$ cat src/rtl/kfm_pkg.sv
// kfm_pkg: shared types, constants and the Feistel round function of the keyed MAC.
// Used by keyed_feistel_mac; no dependencies.
`timescale 1ns / 1ps

package kfm_pkg;

   localparam int STATE_BYTES = 32;
   localparam int HALF_BYTES  = 16;

   typedef logic [STATE_BYTES-1:0][7:0] chain_type;
   typedef logic [3:0][63:0]            key_type;

   typedef enum logic [2:0] {
      ST_KEYGEN,
      ST_IDLE,
      ST_ROUND,
      ST_LENXOR,
      ST_FIN,
      ST_OUT
   } state_type;

   // register indexes on the csr port
   localparam logic [2:0] CSR_KEY_A      = 3'd0;
   localparam logic [2:0] CSR_KEY_B      = 3'd1;
   localparam logic [2:0] CSR_KEY_C      = 3'd2;
   localparam logic [2:0] CSR_KEY_D      = 3'd3;
   localparam logic [2:0] CSR_KEY_LENGTH = 3'd4;
   localparam logic [2:0] CSR_ROUNDS     = 3'd5;
   localparam logic [2:0] CSR_TAG_LENGTH = 3'd6;

   localparam logic [6:0] KEY_LENGTH_RST = 7'd32;
   localparam logic [3:0] ROUNDS_RST     = 4'd8;
   localparam logic [5:0] TAG_LENGTH_RST = 6'd32;

   localparam logic [7:0] AND_TAB [32] = '{
      8'hB7, 8'h5D, 8'hA3, 8'hE1, 8'h97, 8'h4F, 8'hC5, 8'h2B,
      8'h8D, 8'h61, 8'hF3, 8'h1F, 8'hD9, 8'h73, 8'h3D, 8'hAF,
      8'h17, 8'h89, 8'hCB, 8'h53, 8'hE7, 8'h2D, 8'h9B, 8'h41,
      8'hBB, 8'h6D, 8'hF1, 8'h23, 8'hDD, 8'h7F, 8'h35, 8'hA9
   };

   localparam logic [7:0] OR_TAB [32] = '{
      8'h11, 8'h22, 8'h44, 8'h08, 8'h10, 8'h21, 8'h42, 8'h04,
      8'h12, 8'h24, 8'h48, 8'h09, 8'h14, 8'h28, 8'h41, 8'h02,
      8'h18, 8'h30, 8'h60, 8'h05, 8'h0A, 8'h15, 8'h2A, 8'h54,
      8'h19, 8'h32, 8'h64, 8'h06, 8'h0C, 8'h19, 8'h33, 8'h66
   };

   function automatic logic [7:0] rotl8(logic [7:0] x, logic [2:0] s);
      logic [15:0] w;
      w = {x, x} << s;
      return w[15:8];
   endfunction

   function automatic logic [7:0] key_byte(key_type kw, logic [4:0] j);
      return kw[j[4:3]][{j[2:0], 3'b000} +: 8];
   endfunction

   // One Feistel round; ck holds the key already cycled to the key length.
   function automatic chain_type feistel_round(chain_type chain, chain_type ck,
                                               logic [4:0] rnd);
      logic [127:0] r_vec;
      logic [255:0] dbl;
      logic [127:0] r_rot;
      logic [3:0]   sh;
      logic [7:0]   k;
      logic [7:0]   x;
      logic [4:0]   ai;
      logic [4:0]   oi;
      chain_type    nxt;
      r_vec = chain[31:16];
      sh    = rnd[3:0] + 4'd1;
      dbl   = {r_vec, r_vec} >> {sh, 3'b000};
      r_rot = dbl[127:0];
      for (int i = 0; i < HALF_BYTES; i++) begin
         k  = ck[i];
         x  = rotl8(r_vec[8*i +: 8] ^ k, rnd[2:0] + 3'(i));
         ai = 5'(i) + rnd * 5'd7;
         oi = 5'(i) + rnd * 5'd11;
         x  = (x & AND_TAB[ai]) | OR_TAB[oi];
         x  = x ^ r_rot[8*i +: 8];
         nxt[i]      = r_vec[8*i +: 8];
         nxt[16 + i] = chain[i] ^ x ^ k;
      end
      return nxt;
   endfunction

endpackage

$ cat src/rtl/keyed_feistel_mac.sv
// keyed_feistel_mac: keyed byte-stream MAC built on a shared Feistel round unit.
// Depends on kfm_pkg (types, tables, round function).
`timescale 1ns / 1ps

// Usage
//   req_*: one message byte per transaction (req_has_byte), req_last ends the
//   message. A transaction with neither flag set is dropped.
//   rsp_*: the tag, one byte per transaction, rsp_tag_last on the final one.
//   csr_*: register writes, taken at once; user writes only between transactions.
// Timing
//   A byte is absorbed as it is taken. A byte that fills the 32-byte block adds
//   round_count Feistel rounds, one round per cycle in the single round unit.
//   A last transaction adds round_count rounds for a partial block, the length
//   fold and round_count finalization rounds, then min(tag_length, 32) tag bytes
//   at full rate unless rsp_ready stalls them.
//   req_ready is low while rounds run and while the tag is sent.
// Reset and configuration
//   After reset and after each csr write the key is expanded to 32 bytes, one
//   byte per cycle: req_ready stays low until the expansion is done.
// Stall
//   A stalled tag byte holds rsp_* unchanged; nothing but csr writes moves meanwhile.
module keyed_feistel_mac (
   input  logic        clock,
   input  logic        reset,
   input  logic        req_valid,
   output logic        req_ready,
   input  logic [7:0]  req_data_byte,
   input  logic        req_has_byte,
   input  logic        req_last,
   output logic        rsp_valid,
   input  logic        rsp_ready,
   output logic [7:0]  rsp_tag_byte,
   output logic        rsp_tag_last,
   input  logic        csr_we,
   input  logic [2:0]  csr_index,
   input  logic [63:0] csr_wdata
);

   kfm_pkg::state_type state_ff, state_in;
   kfm_pkg::key_type   key_ff;
   logic [6:0]         klen_ff;
   logic [3:0]         rcount_ff;
   logic [5:0]         tlen_ff;
   logic               cfg_pend_ff, cfg_pend_in;

   kfm_pkg::chain_type ck_ff, ck_in;
   kfm_pkg::chain_type chain_ff, chain_in;
   logic [4:0]         fill_ff, fill_in;
   logic [63:0]        len_ff, len_in;
   logic               in_msg_ff, in_msg_in;
   logic               last_pend_ff, last_pend_in;
   logic [3:0]         cnt_ff, cnt_in;
   logic [4:0]         rnd_ff, rnd_in;
   logic [4:0]         gen_idx_ff, gen_idx_in;
   logic [4:0]         gen_j_ff, gen_j_in;
   logic [4:0]         out_idx_ff, out_idx_in;

   logic [5:0]         klen_eff;
   logic [5:0]         tag_n;
   logic [4:0]         tag_last_idx;
   logic               req_fire;
   logic               rsp_fire;
   logic               rounds_done;
   kfm_pkg::chain_type round_out;
   kfm_pkg::chain_type absorb_base;
   logic [4:0]         fill_base;
   logic [5:0]         fill_next;
   logic [63:0]        len_base;
   logic               full_block;

   assign klen_eff = (klen_ff == 7'd0 || klen_ff > 7'd32) ? 6'd32 : klen_ff[5:0];
   assign tag_n    = (tlen_ff > 6'd32) ? 6'd32 : tlen_ff;
   assign tag_last_idx = 5'(tag_n - 6'd1);

   assign req_ready    = (state_ff == kfm_pkg::ST_IDLE) && !cfg_pend_ff;
   assign req_fire     = req_valid && req_ready;
   assign rsp_valid    = (state_ff == kfm_pkg::ST_OUT);
   assign rsp_fire     = rsp_valid && rsp_ready;
   assign rsp_tag_byte = chain_ff[out_idx_ff];
   assign rsp_tag_last = (out_idx_ff == tag_last_idx);

   assign round_out   = kfm_pkg::feistel_round(chain_ff, ck_ff, rnd_ff);
   assign rounds_done = (cnt_ff == rcount_ff - 4'd1);

   // a new message starts from the cycled key
   assign absorb_base = in_msg_ff ? chain_ff : ck_ff;
   assign fill_base   = in_msg_ff ? fill_ff : 5'd0;
   assign len_base    = in_msg_ff ? len_ff : 64'd0;
   assign fill_next   = {1'b0, fill_base} + 6'd1;
   assign full_block  = req_has_byte && (fill_next == 6'd32);

   always_ff @(posedge clock) begin
      if (reset) begin
         key_ff    <= '0;
         klen_ff   <= kfm_pkg::KEY_LENGTH_RST;
         rcount_ff <= kfm_pkg::ROUNDS_RST;
         tlen_ff   <= kfm_pkg::TAG_LENGTH_RST;
      end else if (csr_we) begin
         unique case (csr_index)
            kfm_pkg::CSR_KEY_A:      key_ff[0] <= csr_wdata;
            kfm_pkg::CSR_KEY_B:      key_ff[1] <= csr_wdata;
            kfm_pkg::CSR_KEY_C:      key_ff[2] <= csr_wdata;
            kfm_pkg::CSR_KEY_D:      key_ff[3] <= csr_wdata;
            kfm_pkg::CSR_KEY_LENGTH: klen_ff   <= csr_wdata[6:0];
            kfm_pkg::CSR_ROUNDS:     rcount_ff <= csr_wdata[3:0];
            kfm_pkg::CSR_TAG_LENGTH: tlen_ff   <= csr_wdata[5:0];
            default: ;
         endcase
      end
   end

   always_ff @(posedge clock) begin
      if (reset) begin
         state_ff     <= kfm_pkg::ST_KEYGEN;
         cfg_pend_ff  <= 1'b0;
         fill_ff      <= '0;
         len_ff       <= '0;
         in_msg_ff    <= 1'b0;
         last_pend_ff <= 1'b0;
         cnt_ff       <= '0;
         rnd_ff       <= '0;
         gen_idx_ff   <= '0;
         gen_j_ff     <= '0;
         out_idx_ff   <= '0;
      end else begin
         state_ff     <= state_in;
         cfg_pend_ff  <= cfg_pend_in;
         fill_ff      <= fill_in;
         len_ff       <= len_in;
         in_msg_ff    <= in_msg_in;
         last_pend_ff <= last_pend_in;
         cnt_ff       <= cnt_in;
         rnd_ff       <= rnd_in;
         gen_idx_ff   <= gen_idx_in;
         gen_j_ff     <= gen_j_in;
         out_idx_ff   <= out_idx_in;
      end
   end

   always_ff @(posedge clock) begin
      ck_ff    <= ck_in;
      chain_ff <= chain_in;
   end

   always_comb begin
      state_in     = state_ff;
      cfg_pend_in  = cfg_pend_ff | csr_we;
      ck_in        = ck_ff;
      chain_in     = chain_ff;
      fill_in      = fill_ff;
      len_in       = len_ff;
      in_msg_in    = in_msg_ff;
      last_pend_in = last_pend_ff;
      cnt_in       = cnt_ff;
      rnd_in       = rnd_ff;
      gen_idx_in   = gen_idx_ff;
      gen_j_in     = gen_j_ff;
      out_idx_in   = out_idx_ff;

      unique case (state_ff)
         kfm_pkg::ST_KEYGEN: begin
            if (cfg_pend_ff) begin
               // restart the expansion with the new register values
               cfg_pend_in = csr_we;
               gen_idx_in  = '0;
               gen_j_in    = '0;
            end else begin
               ck_in[gen_idx_ff] = kfm_pkg::key_byte(key_ff, gen_j_ff);
               gen_idx_in = gen_idx_ff + 5'd1;
               gen_j_in   = ({1'b0, gen_j_ff} + 6'd1 == klen_eff) ? 5'd0 : gen_j_ff + 5'd1;
               if (gen_idx_ff == 5'd31) begin
                  state_in = kfm_pkg::ST_IDLE;
               end
            end
         end
         kfm_pkg::ST_IDLE: begin
            if (cfg_pend_ff) begin
               state_in    = kfm_pkg::ST_KEYGEN;
               cfg_pend_in = csr_we;
               gen_idx_in  = '0;
               gen_j_in    = '0;
            end else if (req_fire && (req_has_byte || req_last)) begin
               chain_in     = absorb_base;
               fill_in      = fill_base;
               len_in       = len_base;
               in_msg_in    = 1'b1;
               last_pend_in = req_last;
               cnt_in       = '0;
               rnd_in       = '0;
               if (req_has_byte) begin
                  chain_in[fill_base] = absorb_base[fill_base] ^ req_data_byte;
                  fill_in = fill_next[4:0];
                  len_in  = len_base + 64'd1;
               end
               if ((full_block || (req_last && fill_in != 5'd0)) && rcount_ff != 4'd0) begin
                  state_in = kfm_pkg::ST_ROUND;
               end else if (req_last) begin
                  state_in = kfm_pkg::ST_LENXOR;
               end
            end
         end
         kfm_pkg::ST_ROUND: begin
            chain_in = round_out;
            cnt_in   = cnt_ff + 4'd1;
            rnd_in   = rnd_ff + 5'd1;
            if (rounds_done) begin
               fill_in  = '0;
               state_in = last_pend_ff ? kfm_pkg::ST_LENXOR : kfm_pkg::ST_IDLE;
            end
         end
         kfm_pkg::ST_LENXOR: begin
            for (int i = 0; i < 8; i++) begin
               chain_in[i] = chain_ff[i] ^ len_ff[8*(7-i) +: 8];
            end
            fill_in    = '0;
            len_in     = '0;
            in_msg_in  = 1'b0;
            cnt_in     = '0;
            rnd_in     = {1'b0, rcount_ff};
            out_idx_in = '0;
            if (rcount_ff != 4'd0) begin
               state_in = kfm_pkg::ST_FIN;
            end else begin
               state_in = (tag_n != 6'd0) ? kfm_pkg::ST_OUT : kfm_pkg::ST_IDLE;
            end
         end
         kfm_pkg::ST_FIN: begin
            chain_in = round_out;
            cnt_in   = cnt_ff + 4'd1;
            rnd_in   = rnd_ff + 5'd1;
            if (rounds_done) begin
               state_in = (tag_n != 6'd0) ? kfm_pkg::ST_OUT : kfm_pkg::ST_IDLE;
            end
         end
         kfm_pkg::ST_OUT: begin
            if (rsp_fire) begin
               out_idx_in = out_idx_ff + 5'd1;
               if (rsp_tag_last) begin
                  state_in = kfm_pkg::ST_IDLE;
               end
            end
         end
         default: state_in = kfm_pkg::ST_IDLE;
      endcase
   end

   // the two channels never run at once
   a_no_overlap: assert property (@(posedge clock) disable iff (reset)
      !(req_ready && rsp_valid))
      else $error("input and tag channels active together");

   // the final tag byte closes the tag run
   a_tag_end: assert property (@(posedge clock) disable iff (reset)
      rsp_valid && rsp_ready && rsp_tag_last |=> !rsp_valid)
      else $error("tag output continues past the final byte");

   // the tag index never passes the tag length
   a_tag_index: assert property (@(posedge clock) disable iff (reset)
      rsp_valid |-> (tag_n != 6'd0) && ({1'b0, out_idx_ff} < tag_n))
      else $error("tag index out of range");

   // the length fold clears the open-message flag and the length
   a_lenxor_clears: assert property (@(posedge clock) disable iff (reset)
      state_ff == kfm_pkg::ST_LENXOR |=> !in_msg_ff && len_ff == 64'd0)
      else $error("message state not cleared at finalization");

endmodule

$ cat config.mk
export PLATFORM = sky130hd
export DESIGN_NAME = keyed_feistel_mac
export DESIGN_NICKNAME = d
export VERILOG_FILES = /design/src/rtl/kfm_pkg.sv /design/src/rtl/keyed_feistel_mac.sv
export SDC_FILE = /design/constraint.sdc
export NUM_CORES = 2
export LEC_CHECK = 0
export BUFFER_PORTS_ARGS = -buffer_cell sky130_fd_sc_hd__buf_2
export CORE_ASPECT_RATIO = 1.5
export CORE_UTILIZATION = 60
export CTS_BUF_LIST = sky130_fd_sc_hd__clkbuf_4
export CTS_CLUSTER_SIZE = 25
export DETAILED_ROUTE_END_ITERATION = 10
export PLACE_DENSITY = 0.76
export SLEW_MARGIN = 25
export SYNTH_ARGS = -nofsm -noshare
export SYNTH_HDL_FRONTEND = slang
export SYNTH_SLANG_ARGS = --single-unit
$ cat constraint.sdc
create_clock -name clock -period 7.7 [get_ports clock]
set_input_delay 0.77 -clock clock [delete_from_list [all_inputs] [get_ports clock]]
set_output_delay 0.77 -clock clock [all_outputs]
set_load 0.02 [all_outputs]
==> results of run 1 <==
## what timing repair did
item,4_1_cts
resized for setup,0
endpoints found under the hold margin,284
setup endpoints to repair,0
hold buffers,74
buffers inserted,0
## stage by stage
stage,hold WS (ns),util (%),instance area [sq um],instances
after floorplan,0.433,-,72800,7887
after global placement,0.438,61.7,74300,9007
after detailed placement,0.445,61.8,74500,9010
after CTS,0.000161,64.7,78000,9464
## cells by family after synthesis
family          count (synthesis)
compound gates               2151
xor+xnor                      734
fa+ha+maj                      63
buf+inv                       873
flops                         884
mux                          1062
simple gates                 2120
## metal layers
metal  track usage [%]  overflow
met2              92.8       174
met3              57.3         2
met5              18.4         0
met4              75.3       178
met1              78.2         1
==> impl_metrics.ini, run 1 <==
[status]
status = aborted with a tool error
stop_stage = global routing
tool.error = [ERROR GRT-0116] Global routing finished with congestion. Check the congestion regions in the DRC Viewer.

[logic_synthesis]
synth_most_common_cell = nand2_1
synth_xor_area_share_pct = 9.36
synth_nets = 8027
ys.flop_type = edfxtp_1
synthCells = 7887
synth_top_family_by_area = multiplexers
synth_area_leaders = edfxtp_1 21%, mux4_2 15%, dfxtp_1 10%
synth-simple-area-share_pct = 12.3
synth_mux_area_share_pct = 23.5
synthTopCellsByCount = 1262 x nand2_1, 817 x a21oi_1, 625 x o21ai_0
synth.avg_cell_area_sq_um = 9.23
yosysUniqueCellTypes = 94
synth_adder_area_share_pct = 1.12
yosysWarnings = 0
yosysTopAreaCell = edfxtp_1
async_reset_ff_share_pct = 0
ys_seq_elements = 884
netlist_area_sq_mm = 0.0728
yosysSeqAreaShare_pct = 31.4
synth_top_area_share_pct = 21.1
synth-edff-count = 512
synth_compound_area_share_pct = 17.5

[grt]
grt_pass1_wl_um = 672000
grt-ovfl-total = 355
grt_pass1_vias = 81900
grt_max_degree = 164
grt_usage_pct = 75.8

[clock_network]
clock_path_buffers = 3
clkSinkCount = 884
htreeDepth = 4
ctsRootBufferMaster = clkbuf_4
cts-buffers-inserted = 214

[die]
die-width_um = 286
io_pins = 93
start_util_pct = 60.4
die_h_um = 429
num_rows = 156

[place]
detailed_place_hpwl_um = 287000
pre_cts_slack_ns = 2.00
port_buffers = 92
gp_congestion = 1.17
==> run 2, diff against run 1 <==
--- a/config.mk
+++ b/config.mk
@@ -6,12 +6,9 @@
 export NUM_CORES = 2
 export LEC_CHECK = 0
 export BUFFER_PORTS_ARGS = -buffer_cell sky130_fd_sc_hd__buf_2
-export CORE_ASPECT_RATIO = 1.5
-export CORE_UTILIZATION = 60
-export CTS_BUF_LIST = sky130_fd_sc_hd__clkbuf_4
-export CTS_CLUSTER_SIZE = 25
+export CORE_UTILIZATION = 40
 export DETAILED_ROUTE_END_ITERATION = 10
-export PLACE_DENSITY = 0.76
+export PLACE_DENSITY_LB_ADDON = 0.15
 export SLEW_MARGIN = 25
 export SYNTH_ARGS = -nofsm -noshare
 export SYNTH_HDL_FRONTEND = slang
==> run 2 against run 1 <==
Net effect: the run now ends clean; area after synthesis stayed put; synthesized cell count unchanged.
==> impl_metrics.ini, run 2 <==
[die]
die_h_um = 429
io_pins = 93
die-width_um = 429
start_util_pct = 40.3
die_area_sq_mm = 0.184
num_rows = 156
core_area_sq_mm = 0.181

[timing]
setup_tns_ns = 0
tightest_slew_ns = 1.29
fmax_mhz = 153
rsz0062_at_grt = no
slew_violations = 0
slew_headroom_pct = 13.3
setup-violations-final = 0
fin_ws_ns = 1.14
finalClockSkew_ns = 0.0894
fin_crit_ns = 6.56
finalHoldViolations = 0
fin_crit_sh_pct = 85.2

[route]
first_iter_violations = 11800
drt-vias-per-instance = 6.92
vias = 69300
drc_errors = 0
ant_nets = 0
drt-total-wl_um = 393000
dr.pass1.iters = 9
wl_per_cell_um = 39.3

[critical_path]
reg2reg_slack_ns = 1.14
cp_cell_sequence = inv_6 > fa_1 > buf_4 > inv_1 > ha_2 > inv_1 > fa_4 > xnor2_1 > a21oi_1 > nand2_1 > o311a_1 > o21ai_0 > o21ai_0 > xnor2_1 > a22oi_1
r2r-start = rnd_ff[0]
cp-start-kind = flop
cp.arrival_ns = 7.13
reg2regPathDepth = 15
slowest_delay_ns = 1.04
critPathSlowestCell = o21ai_0
worst-path-max-fanout = 65
end_kind = flop
r2r_end = chain_ff[145]
setup.worst_path.class = reg -> reg
cp.required_ns = 8.27

[final_layout]
final_util_pct = 43.8
layout_commonest_cell = nand2_1
reg.largest.list = chain_ff: 256 flops, ck_ff: 256 flops, key_ff: 256 flops
fin_nets = 7674
drive_above_1_share_pct = 16.5
synthToLayoutAreaGrowth_pct = 8.90
final_cell_mix = 1256 x nand2_1, 816 x a21oi_1, 622 x o21ai_0
design_area_sq_mm = 0.0792

[logic_synthesis]
synth_area_leaders = edfxtp_1 21%, mux4_2 15%, dfxtp_1 10%
synth-edff-count = 512
yosysWarnings = 0
yosysTopAreaCell = edfxtp_1
ys.flop_type = edfxtp_1
synth_top_area_share_pct = 21.1
ys_seq_elements = 884
synth.avg_cell_area_sq_um = 9.23
async_reset_ff_share_pct = 0
yosysUniqueCellTypes = 94
yosysSeqAreaShare_pct = 31.4
synthCells = 7887
synth_nets = 8027
synthTopCellsByCount = 1262 x nand2_1, 817 x a21oi_1, 625 x o21ai_0
netlist_area_sq_mm = 0.0728
synth_most_common_cell = nand2_1

[clock_network]
cts-buffers-inserted = 106
clock_path_buffers = 3
ctsHoldBuffers = 0
ctsRootBufferMaster = clkbuf_16
post-cts-setup-buffers = 0
htreeDepth = 3
clk_latency_ns = 0.83
cts.clk_slew.worst_paths_ns = 0.06
clkSinkCount = 884
cts_resized = 0
cts_tree = done

[place]
port_buffers = 92
gp_congestion = 1.08
place_area_sq_mm = 0.0754
pre_cts_slack_ns = 1.53
detailed_place_hpwl_um = 284000

[flow_run]
drv_cap = 0

[grt]
grt_pass1_vias = 62200
antenna_found_initial = 30
grt_max_degree = 245
grt_usage_pct = 41.4
grt-ovfl-total = 0
grt_pass1_wl_um = 532000

[status]
status = finished clean

[hold_path]
worstHoldPathType = in -> reg
min_from = csr_wdata[55]
hold_end = key_ff[55]
whs_path_depth = 3

[power_and_ir_drop]
vdd_ir_drop_max_mv = 0.188
p_leak_nw = 26.7
power.density_mw_per_mm2 = 139
-- run 2: final cells by class --
cell class	instances	area (sq um)
clock inverters	48	518
inverters	65	250
diodes	16	40.0
repair buffers	347	2640
multi-input cells	6130	46900
flip-flops and latches	884	22900
fillers	17500	102000
well taps	2370	2970
clock buffers	150	3090
-- run 2: worst max-delay path: cells and delay by family (launching register included) --
family	cells	cell delay (ns)
AOI/OAI and AO/OA	5	1.84
and+or+nand+nor	1	0.10
buffers and inverters	4	0.73
DFF	1	0.68
xor gates and xnor gates	2	1.20
adders and majority gates	3	1.73
-- run 2: metal layers --
| metal | track usage, % | vias up | part of all wire, % |
|---|---|---|---|
| met5 | 0.0520 | - | 0.046 |
| met4 | 27.8 | 30 | 8.2 |
| met3 | 16.2 | 1030 | 15 |
| met2 | 57.0 | 5419 | 40 |
| met1 | 53.1 | 34400 | 37 |
| li1 | - | 28400 | - |
-- run 2: how the worst max path moves through the flow --
stage,to,start
after floorplan,chain_ff[100],state_ff[0]
after global placement,chain_ff[145],rnd_ff[2]
after detailed placement,chain_ff[199],rnd_ff[0]
after CTS,chain_ff[199],rnd_ff[0]
after global routing,chain_ff[189],rnd_ff[0]
final,chain_ff[145],rnd_ff[0]
-- run 2: logic make-up (layout without fill, tap and decap cells) --
| group | count (synthesis) | after routing | share of synthesized area (%) |
|---|---|---|---|
| buffers and inverters | 873 | 610 | 4.87 |
| AO/OA/AOI/OAI | 2151 | 2151 | 17.5 |
| multiplexers | 1062 | 1062 | 23.5 |
| flip-flops | 884 | 884 | 31.4 |
| other | 0 | 16 | 0 |
| adder cells (fa/ha/maj) | 63 | 63 | 1.12 |
| AND/OR/NAND/NOR | 2120 | 2120 | 12.3 |
| XOR/XNOR | 734 | 734 | 9.36 |
-- run 2: stage by stage --
stage	power (W)	std cells	hold WS, ns
floorplan	0.00542	7887	0.433
global placement	0.00575	9791	0.439
detailed placement	0.00575	9793	0.443
CTS	0.0110	9991	0.190
global route	0.0112	9995	0.232
finish	0.0110	10000	0.236
-- run 2: where the power goes --
part,internal (W),switching [W]
combinational,0.000164,0.000461
sequential,0.00501,0.0000577
clock,0.00295,0.00237
total,0.00812,0.00289
No activity file was read; power rests on OpenSTA's default activity.
